**src/assert_macros.svh**
```systemverilog
// Assertion helpers shared by the RTL.
// Every check is sampled on clk_i and is off while rst_ni is low.
`ifndef ASSERT_MACROS_SVH
`define ASSERT_MACROS_SVH

// Same-cycle implication.
`define ESC_ASSERT_IMP(lbl, ante, cons, msg) \
  lbl: assert property (@(posedge clk_i) disable iff (!rst_ni) (ante) |-> (cons)) \
    else $error(msg);

// Next-cycle implication.
`define ESC_ASSERT_NXT(lbl, ante, cons, msg) \
  lbl: assert property (@(posedge clk_i) disable iff (!rst_ni) (ante) |=> (cons)) \
    else $error(msg);

`endif

```
**src/esc_pkg.sv**
```systemverilog
package esc_pkg;

  localparam int unsigned EpochW = 32;
  localparam int unsigned YearW  = 12;
  localparam int unsigned MonthW = 4;
  localparam int unsigned DayW   = 5;
  localparam int unsigned HourW  = 5;
  localparam int unsigned MinW   = 6;
  localparam int unsigned SecW   = 6;
  localparam int unsigned DaysW  = 16;
  localparam int unsigned DoeW   = 18;

  // floor(2^K / D), K = width of the dividend; quotient is low by at most one.
  localparam logic [26:0] Recip60W32  = 27'd71582788;
  localparam logic [21:0] Recip60W27  = 22'd2236962;
  localparam logic [16:0] Recip24W21  = 17'd87381;
  localparam logic [7:0]  Recip1460   = 8'd179;
  localparam logic [2:0]  Recip36524  = 3'd7;
  localparam logic [9:0]  Recip365    = 10'd718;

  // Days from 1600-03-01 to 1970-01-01, and one 400-year cycle.
  localparam logic [DoeW-1:0] DaysToEraBase = 18'd135080;
  localparam logic [DoeW-1:0] DaysPerEra    = 18'd146097;
  localparam logic [DoeW-1:0] EraLastDay    = 18'd146096;
  localparam logic [YearW-1:0] BaseYear     = 12'd1600;
  localparam logic [YearW-1:0] YearsPerEra  = 12'd400;

  // March-based month index of January.
  localparam logic [3:0] MpJanuary = 4'd10;
  localparam logic [3:0] MpLast    = 4'd11;

  typedef struct packed {
    logic [HourW-1:0] hour;
    logic [MinW-1:0]  minute;
    logic [SecW-1:0]  second;
  } esc_hms_t;

  typedef struct packed {
    esc_hms_t         hms;
    logic [DaysW-1:0] days;
  } esc_split_t;

  // First day-of-year of each month in a year that starts on March 1.
  function automatic logic [8:0] month_start(input logic [3:0] mp);
    logic [8:0] s;
    case (mp)
      4'd0:    s = 9'd0;
      4'd1:    s = 9'd31;
      4'd2:    s = 9'd61;
      4'd3:    s = 9'd92;
      4'd4:    s = 9'd122;
      4'd5:    s = 9'd153;
      4'd6:    s = 9'd184;
      4'd7:    s = 9'd214;
      4'd8:    s = 9'd245;
      4'd9:    s = 9'd275;
      4'd10:   s = 9'd306;
      4'd11:   s = 9'd337;
      default: s = 9'd0;
    endcase
    return s;
  endfunction

endpackage

```
**src/esc_intf.sv**
```systemverilog
interface esc_in_if import esc_pkg::*; ();
  logic              valid;
  logic              ready;
  logic [EpochW-1:0] epoch_seconds;

  modport source(output valid, output epoch_seconds, input ready);
  modport sink(input valid, input epoch_seconds, output ready);
endinterface

interface esc_out_if import esc_pkg::*; ();
  logic              valid;
  logic              ready;
  logic [YearW-1:0]  year;
  logic [MonthW-1:0] month;
  logic [DayW-1:0]   day_of_month;
  logic [HourW-1:0]  hour;
  logic [MinW-1:0]   minute;
  logic [SecW-1:0]   second;

  modport source(output valid, output year, output month, output day_of_month,
                 output hour, output minute, output second, input ready);
  modport sink(input valid, input year, input month, input day_of_month,
               input hour, input minute, input second, output ready);
endinterface

```
**src/esc_time_split.sv**
```systemverilog
// Seconds -> second, minute, hour, day count. Six stages: multiply, correct, x3.
module esc_time_split import esc_pkg::*; (
  input  logic              clk_i,
  input  logic              rst_ni,
  input  logic              vld_i,
  output logic              rdy_o,
  input  logic [EpochW-1:0] epoch_seconds_i,
  output logic              vld_o,
  input  logic              rdy_i,
  output esc_split_t        split_o
);

  localparam int unsigned NStg = 6;

  logic [NStg-1:0] vld_q;
  logic [NStg-1:0] en;

  always_comb begin
    en[NStg-1] = !vld_q[NStg-1] || rdy_i;
    for (int k = NStg - 2; k >= 0; k--) begin
      en[k] = !vld_q[k] || en[k+1];
    end
  end

  always_ff @(posedge clk_i or negedge rst_ni) begin
    if (!rst_ni) begin
      vld_q <= '0;
    end else begin
      for (int k = 0; k < NStg; k++) begin
        if (en[k]) begin
          vld_q[k] <= (k == 0) ? vld_i : vld_q[k-1];
        end
      end
    end
  end

  assign rdy_o = en[0];
  assign vld_o = vld_q[NStg-1];

  // stage 1: t * floor(2^32/60)
  logic [58:0]       prod1;
  logic [EpochW-1:0] t1_q;
  logic [26:0]       qa1_q;
  assign prod1 = 59'(epoch_seconds_i) * 59'(Recip60W32);

  always_ff @(posedge clk_i) begin
    if (en[0]) begin
      t1_q  <= epoch_seconds_i;
      qa1_q <= prod1[58:32];
    end
  end

  // stage 2: fix quotient, remainder is seconds
  logic [6:0]      rem2;
  logic            fix2;
  logic [SecW-1:0] sec2_q;
  logic [26:0]     mins2_q;
  assign rem2 = t1_q[6:0] - 7'(qa1_q[6:0] * 7'd60);
  assign fix2 = rem2 >= 7'd60;

  always_ff @(posedge clk_i) begin
    if (en[1]) begin
      sec2_q  <= fix2 ? 6'(rem2 - 7'd60) : rem2[5:0];
      mins2_q <= qa1_q + 27'(fix2);
    end
  end

  // stage 3: minutes * floor(2^27/60)
  logic [48:0]     prod3;
  logic [SecW-1:0] sec3_q;
  logic [26:0]     mins3_q;
  logic [20:0]     qb3_q;
  assign prod3 = 49'(mins2_q) * 49'(Recip60W27);

  always_ff @(posedge clk_i) begin
    if (en[2]) begin
      sec3_q  <= sec2_q;
      mins3_q <= mins2_q;
      qb3_q   <= prod3[47:27];
    end
  end

  // stage 4
  logic [6:0]      rem4;
  logic            fix4;
  logic [SecW-1:0] sec4_q;
  logic [MinW-1:0] min4_q;
  logic [20:0]     hours4_q;
  assign rem4 = mins3_q[6:0] - 7'(qb3_q[6:0] * 7'd60);
  assign fix4 = rem4 >= 7'd60;

  always_ff @(posedge clk_i) begin
    if (en[3]) begin
      sec4_q   <= sec3_q;
      min4_q   <= fix4 ? 6'(rem4 - 7'd60) : rem4[5:0];
      hours4_q <= qb3_q + 21'(fix4);
    end
  end

  // stage 5: hours * floor(2^21/24)
  logic [37:0]      prod5;
  logic [SecW-1:0]  sec5_q;
  logic [MinW-1:0]  min5_q;
  logic [20:0]      hours5_q;
  logic [DaysW-1:0] qc5_q;
  assign prod5 = 38'(hours4_q) * 38'(Recip24W21);

  always_ff @(posedge clk_i) begin
    if (en[4]) begin
      sec5_q   <= sec4_q;
      min5_q   <= min4_q;
      hours5_q <= hours4_q;
      qc5_q    <= prod5[36:21];
    end
  end

  // stage 6
  logic [5:0] rem6;
  logic       fix6;
  esc_split_t split6_q;
  assign rem6 = hours5_q[5:0] - 6'(qc5_q[5:0] * 6'd24);
  assign fix6 = rem6 >= 6'd24;

  always_ff @(posedge clk_i) begin
    if (en[5]) begin
      split6_q.hms.second <= sec5_q;
      split6_q.hms.minute <= min5_q;
      split6_q.hms.hour   <= fix6 ? 5'(rem6 - 6'd24) : rem6[4:0];
      split6_q.days       <= qc5_q + DaysW'(fix6);
    end
  end

  assign split_o = split6_q;

endmodule

```
**src/esc_day_to_date.sv**
```systemverilog
// Day count -> year, month, day. Civil-date split on 400-year cycles, 10 stages.
module esc_day_to_date import esc_pkg::*; (
  input  logic              clk_i,
  input  logic              rst_ni,
  input  logic              vld_i,
  output logic              rdy_o,
  input  esc_split_t        split_i,
  output logic              vld_o,
  input  logic              rdy_i,
  output logic [YearW-1:0]  year_o,
  output logic [MonthW-1:0] month_o,
  output logic [DayW-1:0]   day_of_month_o,
  output esc_hms_t          hms_o
);

  localparam int unsigned NStg = 10;

  logic [NStg-1:0] vld_q;
  logic [NStg-1:0] en;

  always_comb begin
    en[NStg-1] = !vld_q[NStg-1] || rdy_i;
    for (int k = NStg - 2; k >= 0; k--) begin
      en[k] = !vld_q[k] || en[k+1];
    end
  end

  always_ff @(posedge clk_i or negedge rst_ni) begin
    if (!rst_ni) begin
      vld_q <= '0;
    end else begin
      for (int k = 0; k < NStg; k++) begin
        if (en[k]) begin
          vld_q[k] <= (k == 0) ? vld_i : vld_q[k-1];
        end
      end
    end
  end

  assign rdy_o = en[0];
  assign vld_o = vld_q[NStg-1];

  // time of day rides along
  esc_hms_t hms_q [NStg];

  always_ff @(posedge clk_i) begin
    for (int k = 0; k < NStg; k++) begin
      if (en[k]) begin
        hms_q[k] <= (k == 0) ? split_i.hms : hms_q[k-1];
      end
    end
  end

  assign hms_o = hms_q[NStg-1];

  // s0: rebase to 1600-03-01, split off the era
  logic [DoeW-1:0] dfull;
  logic            era_c;
  logic            era0_q;
  logic [DoeW-1:0] doe0_q;
  assign dfull = DoeW'(split_i.days) + DaysToEraBase;
  assign era_c = dfull >= DaysPerEra;

  always_ff @(posedge clk_i) begin
    if (en[0]) begin
      era0_q <= era_c;
      doe0_q <= era_c ? dfull - DaysPerEra : dfull;
    end
  end

  // s1: doe/1460 and doe/36524 estimates
  logic [25:0]     p1460;
  logic [20:0]     p36524;
  logic            era1_q;
  logic [DoeW-1:0] doe1_q;
  logic [6:0]      q1460_1_q;
  logic [2:0]      q36524_1_q;
  logic            last1_q;
  assign p1460  = 26'(doe0_q) * 26'(Recip1460);
  assign p36524 = 21'(doe0_q) * 21'(Recip36524);

  always_ff @(posedge clk_i) begin
    if (en[1]) begin
      era1_q     <= era0_q;
      doe1_q     <= doe0_q;
      q1460_1_q  <= p1460[24:18];
      q36524_1_q <= p36524[20:18];
      last1_q    <= doe0_q == EraLastDay;
    end
  end

  // s2: fix both
  logic [11:0]     r1460;
  logic [16:0]     r36524;
  logic            era2_q;
  logic [DoeW-1:0] doe2_q;
  logic [6:0]      q1460_2_q;
  logic [2:0]      q36524_2_q;
  logic            last2_q;
  assign r1460  = doe1_q[11:0] - 12'(12'(q1460_1_q) * 12'd1460);
  assign r36524 = doe1_q[16:0] - 17'(17'(q36524_1_q) * 17'd36524);

  always_ff @(posedge clk_i) begin
    if (en[2]) begin
      era2_q     <= era1_q;
      doe2_q     <= doe1_q;
      q1460_2_q  <= q1460_1_q + 7'(r1460 >= 12'd1460);
      q36524_2_q <= q36524_1_q + 3'(r36524 >= 17'd36524);
      last2_q    <= last1_q;
    end
  end

  // s3: leap-free day count
  logic            era3_q;
  logic [DoeW-1:0] doe3_q;
  logic [DoeW-1:0] n3_q;

  always_ff @(posedge clk_i) begin
    if (en[3]) begin
      era3_q <= era2_q;
      doe3_q <= doe2_q;
      n3_q   <= doe2_q - DoeW'(q1460_2_q) + DoeW'(q36524_2_q) - DoeW'(last2_q);
    end
  end

  // s4: n/365 estimate
  logic [27:0]     p365;
  logic            era4_q;
  logic [DoeW-1:0] doe4_q;
  logic [DoeW-1:0] n4_q;
  logic [8:0]      q365_4_q;
  assign p365 = 28'(n3_q) * 28'(Recip365);

  always_ff @(posedge clk_i) begin
    if (en[4]) begin
      era4_q   <= era3_q;
      doe4_q   <= doe3_q;
      n4_q     <= n3_q;
      q365_4_q <= p365[26:18];
    end
  end

  // s5: year of era
  logic [9:0]      r365;
  logic            era5_q;
  logic [DoeW-1:0] doe5_q;
  logic [8:0]      yoe5_q;
  assign r365 = n4_q[9:0] - 10'(10'(q365_4_q) * 10'd365);

  always_ff @(posedge clk_i) begin
    if (en[5]) begin
      era5_q <= era4_q;
      doe5_q <= doe4_q;
      yoe5_q <= q365_4_q + 9'(r365 >= 10'd365);
    end
  end

  // s6: first day of that year within the era; yoe/100 is exact as (yoe*41)>>12 below 400
  logic [13:0]      p100;
  logic [DoeW-1:0]  doe6_q;
  logic [DoeW-1:0]  ys6_q;
  logic [YearW-1:0] yb6_q;
  assign p100 = 14'(yoe5_q) * 14'd41;

  always_ff @(posedge clk_i) begin
    if (en[6]) begin
      doe6_q <= doe5_q;
      ys6_q  <= DoeW'(yoe5_q) * DoeW'(365) + DoeW'(yoe5_q[8:2]) - DoeW'(p100[13:12]);
      yb6_q  <= BaseYear + (era5_q ? YearsPerEra : '0) + YearW'(yoe5_q);
    end
  end

  // s7: day of March-based year
  logic [DoeW-1:0]  doy_full;
  logic [8:0]       doy7_q;
  logic [YearW-1:0] yb7_q;
  assign doy_full = doe6_q - ys6_q;

  always_ff @(posedge clk_i) begin
    if (en[7]) begin
      doy7_q <= doy_full[8:0];
      yb7_q  <= yb6_q;
    end
  end

  // s8: month by compare against month starts
  logic [3:0]       mp_c;
  logic [8:0]       doy8_q;
  logic [3:0]       mp8_q;
  logic [YearW-1:0] yb8_q;

  always_comb begin
    mp_c = '0;
    for (int i = 1; i <= int'(MpLast); i++) begin
      if (doy7_q >= month_start(4'(i))) begin
        mp_c = 4'(i);
      end
    end
  end

  always_ff @(posedge clk_i) begin
    if (en[8]) begin
      doy8_q <= doy7_q;
      mp8_q  <= mp_c;
      yb8_q  <= yb7_q;
    end
  end

  // s9: output register
  logic              jan_feb;
  logic [8:0]        dom_c;
  logic [YearW-1:0]  year9_q;
  logic [MonthW-1:0] month9_q;
  logic [DayW-1:0]   dom9_q;
  assign jan_feb = mp8_q >= MpJanuary;
  assign dom_c   = doy8_q - month_start(mp8_q) + 9'd1;

  always_ff @(posedge clk_i) begin
    if (en[9]) begin
      year9_q  <= yb8_q + YearW'(jan_feb);
      month9_q <= jan_feb ? mp8_q - 4'd9 : mp8_q + 4'd3;
      dom9_q   <= dom_c[4:0];
    end
  end

  assign year_o         = year9_q;
  assign month_o        = month9_q;
  assign day_of_month_o = dom9_q;

endmodule

```
**src/epoch_seconds_to_calendar.sv**
```systemverilog
// Converts an unsigned 32-bit count of seconds since 1970-01-01 00:00:00 into a
// Gregorian date and time of day (year 1970..2106, month 1..12, day 1..31,
// hour, minute, second), using the full leap rule including the century and
// 400-year exceptions. Throughput is one beat per clock unless the output stalls;
// the work is a constant-divide pipeline: six stages split off seconds, minutes
// and hours (each divide is a reciprocal multiply, then a one-step fix), and
// ten stages turn the day count into a date on a 400-year cycle. Each stage
// holds its own valid bit, so under back-pressure empty stages close up and
// the input keeps taking beats until the pipe is full. No state besides the
// pipeline; reset only clears valid bits.
`include "assert_macros.svh"

module epoch_seconds_to_calendar import esc_pkg::*; (
  input  logic      clk_i,
  input  logic      rst_ni,
  esc_in_if.sink    in_i,
  esc_out_if.source out_o
);

  // seconds -> time of day + day count
  logic       split_vld;
  logic       split_rdy;
  esc_split_t split;

  esc_time_split u_time_split (
    .clk_i           (clk_i),
    .rst_ni          (rst_ni),
    .vld_i           (in_i.valid),
    .rdy_o           (in_i.ready),
    .epoch_seconds_i (in_i.epoch_seconds),
    .vld_o           (split_vld),
    .rdy_i           (split_rdy),
    .split_o         (split)
  );

  // day count -> year/month/day; last stage is the output register
  esc_hms_t hms;

  esc_day_to_date u_day_to_date (
    .clk_i          (clk_i),
    .rst_ni         (rst_ni),
    .vld_i          (split_vld),
    .rdy_o          (split_rdy),
    .split_i        (split),
    .vld_o          (out_o.valid),
    .rdy_i          (out_o.ready),
    .year_o         (out_o.year),
    .month_o        (out_o.month),
    .day_of_month_o (out_o.day_of_month),
    .hms_o          (hms)
  );

  assign out_o.hour   = hms.hour;
  assign out_o.minute = hms.minute;
  assign out_o.second = hms.second;

  // Range checks on every result beat: a slip in a divide fix may show here.
  `ESC_ASSERT_IMP(a_time_range, out_o.valid, (out_o.hour < 5'd24) && (out_o.minute < 6'd60) && (out_o.second < 6'd60), "time of day out of range")
  `ESC_ASSERT_IMP(a_date_range, out_o.valid, (out_o.year >= 12'd1970) && (out_o.year <= 12'd2106) && (out_o.month >= 4'd1) && (out_o.month <= 4'd12) && (out_o.day_of_month >= 5'd1), "date out of range")
  `ESC_ASSERT_IMP(a_month_len, out_o.valid, ((out_o.month != 4'd2) || (out_o.day_of_month <= 5'd29)) && ((out_o.month != 4'd4 && out_o.month != 4'd6 && out_o.month != 4'd9 && out_o.month != 4'd11) || (out_o.day_of_month <= 5'd30)), "day past end of month")

endmodule
```
**src/flat_wrapper.sv**
```systemverilog
// flat-port wrapper written by rule: the top's interface ports become plain ports
module epoch_seconds_to_calendar_flat import esc_pkg::*;
  (clk_i, rst_ni, in_i_valid, in_i_epoch_seconds, in_i_ready, out_o_valid, out_o_year, out_o_month, out_o_day_of_month, out_o_hour, out_o_minute, out_o_second, out_o_ready);
  esc_in_if in_i_i ();
  esc_out_if out_o_i ();
  input  logic clk_i;
  input  logic rst_ni;
  input wire logic [$bits(in_i_i.valid)-1:0] in_i_valid;
  input wire logic [$bits(in_i_i.epoch_seconds)-1:0] in_i_epoch_seconds;
  output wire logic [$bits(in_i_i.ready)-1:0] in_i_ready;
  output wire logic [$bits(out_o_i.valid)-1:0] out_o_valid;
  output wire logic [$bits(out_o_i.year)-1:0] out_o_year;
  output wire logic [$bits(out_o_i.month)-1:0] out_o_month;
  output wire logic [$bits(out_o_i.day_of_month)-1:0] out_o_day_of_month;
  output wire logic [$bits(out_o_i.hour)-1:0] out_o_hour;
  output wire logic [$bits(out_o_i.minute)-1:0] out_o_minute;
  output wire logic [$bits(out_o_i.second)-1:0] out_o_second;
  input wire logic [$bits(out_o_i.ready)-1:0] out_o_ready;
  assign in_i_i.valid = in_i_valid;
  assign in_i_i.epoch_seconds = in_i_epoch_seconds;
  assign in_i_ready = in_i_i.ready;
  assign out_o_valid = out_o_i.valid;
  assign out_o_year = out_o_i.year;
  assign out_o_month = out_o_i.month;
  assign out_o_day_of_month = out_o_i.day_of_month;
  assign out_o_hour = out_o_i.hour;
  assign out_o_minute = out_o_i.minute;
  assign out_o_second = out_o_i.second;
  assign out_o_i.ready = out_o_ready;
  epoch_seconds_to_calendar u_core (.clk_i(clk_i), .rst_ni(rst_ni), .in_i(in_i_i), .out_o(out_o_i));
endmodule
```
**config.mk**
```make
export PLATFORM = sky130hd
export DESIGN_NAME = epoch_seconds_to_calendar_flat
export DESIGN_NICKNAME = d
export VERILOG_FILES = /design/src/esc_pkg.sv /design/src/esc_intf.sv /design/src/esc_time_split.sv /design/src/esc_day_to_date.sv /design/src/epoch_seconds_to_calendar.sv /design/src/flat_wrapper.sv
export VERILOG_INCLUDE_DIRS = /design/src /design/src/src
export SDC_FILE = /design/constraint.sdc
export NUM_CORES = 2
export LEC_CHECK = 0
export ABC_AREA = 1
export BUFFER_PORTS_ARGS = -buffer_cell sky130_fd_sc_hd__buf_2
export CAP_MARGIN = 0
export CORE_ASPECT_RATIO = 0.6
export CORE_MARGIN = 4
export CORE_UTILIZATION = 54
export CTS_CLUSTER_SIZE = 28
export DETAILED_ROUTE_END_ITERATION = 10
export PLACE_DENSITY = 0.7
export SLEW_MARGIN = 20
export SYNTH_ARGS = -nofsm -noshare
export SYNTH_HDL_FRONTEND = slang
export SYNTH_SLANG_ARGS = --single-unit
```
**constraint.sdc**
```tcl
create_clock -name clk_i -period 17.92 [get_ports clk_i]
set_clock_uncertainty 0.15 [all_clocks]
set_input_delay 3.584 -clock clk_i [delete_from_list [all_inputs] [get_ports clk_i]]
set_output_delay 3.584 -clock clk_i [all_outputs]
set_load 0.02 [all_outputs]
```
==> out/metrics.yaml <==
routing:
  vias_per_cell: 5.38
  drt_iter0_drc: 3484
  wirelength_mm: 142
  num_vias: 39400
  route.detailed.drc: 0
  drtAntennaViolNets: 0
  route.detailed.wl_per_inst_um: 19.4
  dr.pass1.iters: 8
worst_setup_path:
  arrival_ns: 6.77
  crit_start: "out_o_ready"
  path_max_fanout: 49
  critical_path_class: "input port to output pin"
  worstSetupEndpointType: "output pin"
  start_kind: "input port"
  reg2reg_from: "u_core.u_time_split.hours4_q[6]"
  cp.required_ns: 14.19
synthesis:
  synth_flop_cell: "edfxtp_1"
  syn_inst: 5717
  synth.avg_cell_area_sq_um: 10.0
  synth_area_sq_um: 57400
  netlist-cell-type-count: 48
  synth_edf_count: 619
  ys_warn_count: 0
  synth-async-reset-ratio_pct: 2.52
  synth_nets: 7160
  yosysSeqAreaShare_pct: 33.1
  ys_ff_latch: 635
clock_tree:
  clk_path_buf_depth: 3
  cts_resized: 0
  root_buffer: "clkbuf_16"
  clock_latency_ns: 0.67
  cts_max_level: 2
  cts_tree: "yes"
  cts_hold_buf: 0
  cts_buffers: 60
  clock_sinks: 635
  path_clk_slew_ns: 0.07
  cts_setup_buffers: 0
placement:
  place_ws_ns: 7.33
  gp_congestion: 1.03
  place_hpwl_mm: 121
  portBuffers: 75
min_path:
  worstHoldStart: "u_core.u_time_split.hours5_q[0]"
  hp-class: "register to register"
timing:
  finalSetupViolations: 0
  hold_viol: 0
  max_freq_mhz: 95.2
  setup_tns_ns: 0
  worstMarginPinSlew_ns: 1.25
  rsz0062_at_grt: "false"
  drv_slew: 0
  setup_slack_ns: 7.41
  finalCriticalPeriod_ns: 10.51
  timing.final.crit_share_pct: 58.6
  maxSlewHeadroom_pct: 15.7
outcome:
  status: "finished clean"
grt:
  grt_pass1_vias: 37700
  gr-usage-all-layers_pct: 25.6
  grt.overflow.total: 0
  grt_pass1_wl_mm: 220
  grt_start_max_net_pins: 50
  antenna_found_initial: 3
final_layout:
  drive_above_1_share_pct: 3.74
  area_growth_pct: 7.42
  fin_nets: 7303
  final_cell_mix: "inv_1, ha_1, nand2_1"
  layout_commonest_cell: "inv_1"
floorplanning:
  num_io_pins: 76
  start_util_pct: 54.5
  die_x_um: 429
  core_sq_um: 105000
  fp-row-count: 92
  die-area_sq_um: 112000
  die_y_um: 261
run:
  maxCapViolCount: 0
## cell type report
cell class              instances  area (sq um)
multi-input cells            3791         33600
flip-flops and latches        635         19000
inverters                    1286          4830
diodes                          4          10.0
clock inverters                44           459
clock buffers                  70          1580
fillers                      8911         43600
repair buffers                 86           458
well taps                    1410          1760
## registers in the layout (all words and copies together) (netlist names), 10 cells and up
| register | cells |
|---|---|
| u_core.u_day_to_date.n3_q | 18 |
| u_core.u_time_split.qb3_q | 21 |
| u_core.u_time_split.split_o | 33 |
| u_core.u_day_to_date.vld_q | 10 |
| u_core.u_day_to_date.hms_q | 170 |
| u_core.u_time_split.qc5_q | 16 |
| u_core.u_day_to_date.n4_q | 10 |
| u_core.u_day_to_date.yb7_q | 12 |
| u_core.u_time_split.hours4_q | 21 |
| u_core.u_day_to_date.yb8_q | 12 |
| u_core.u_day_to_date.doe1_q | 18 |
| u_core.u_day_to_date.doe2_q | 18 |
| u_core.u_time_split.mins2_q | 27 |
| u_core.u_day_to_date.doe0_q | 18 |
| u_core.u_day_to_date.year_o | 12 |
| u_core.u_time_split.qa1_q | 27 |
| u_core.u_day_to_date.yb6_q | 12 |
## path summary, 6_finish.rpt
path / slack, ns / endpoint / depth (start not counted)
worst max register to register: 11.85 / u_core.u_time_split.qc5_q[8] / 19
max in group asynchronous: 14.51 / u_core.u_time_split.vld_q[3] / 1
worst min register to register: 0.22 / u_core.u_time_split.split_o[28] / 0
worst min-delay path: 0.22 / u_core.u_time_split.split_o[28] / 0
min in group asynchronous: 2.74 / u_core.u_day_to_date.vld_q[9] / 1
worst max-delay path: 7.41 / in_i_ready / 14
## kinds of logic (layout without fill, tap and decap cells)
family | Yosys count | count (layout) | share of synthesized area [%]
buffers and inverters | 1291 | 1486 | 8.46
XOR/XNOR | 292 | 292 | 4.52
flip-flops | 635 | 635 | 33.1
AO/OA/AOI/OAI | 637 | 637 | 6.25
other | 0 | 4 | 0
AND/OR/NAND/NOR | 1455 | 1455 | 10.7
adder cells (fa/ha/maj) | 1407 | 1407 | 37.0
## layer usage
layer / GRT usage (%) / wire length [um]
met2: 29.5 / 47800
met1: 42.6 / 74200
met4: 2.75 / 1180
met3: 11.5 / 18900
met5: 1.34 / 203
## critical path, stage by stage
cell	delay [ns]
buf_2	0.08
inv_1	0.08
nand4_1	0.09
buf_4	0.47
nor3_2	0.10
nand4_1	0.10
buf_4	0.50
nor2_2	0.13
nand4_1	0.11
buf_4	0.41
nor2_1	0.17
nand4_1	0.11
buf_4	0.48
buf_2	0.29
## stage by stage
stage          cell area [sq um]  utilization (%)  instances  hold slack (ns)
2_1_floorplan              57400                -       5717            0.250
3_3_place_gp               59600             56.6       7208            0.251
5_1_grt                    61600             58.6       7324            0.231
6_report                   61600             58.6       7326            0.223
3_5_place_dp               59600             56.6       7208            0.255
4_1_cts                    61600             58.6       7322            0.233
## cells in the mapped netlist, drive strengths merged (36+ instances only)
master,n,share of area [%]
ha,925,20
nor2,325,2.2
xnor2,111,1.7
nand2,778,5.1
o21ai,188,1.7
a21oi,282,2.5
fa,482,17
nand3,182,1.6
nor3,53,0.47
nand4,74,0.81
o21bai,38,0.50
a21o,36,0.47
edfxtp,619,32
xor2,181,2.8
inv,1286,8.4
Power is not shown: default switching activity piles up to over one toggle a cycle in this logic, so the estimate is an artifact.
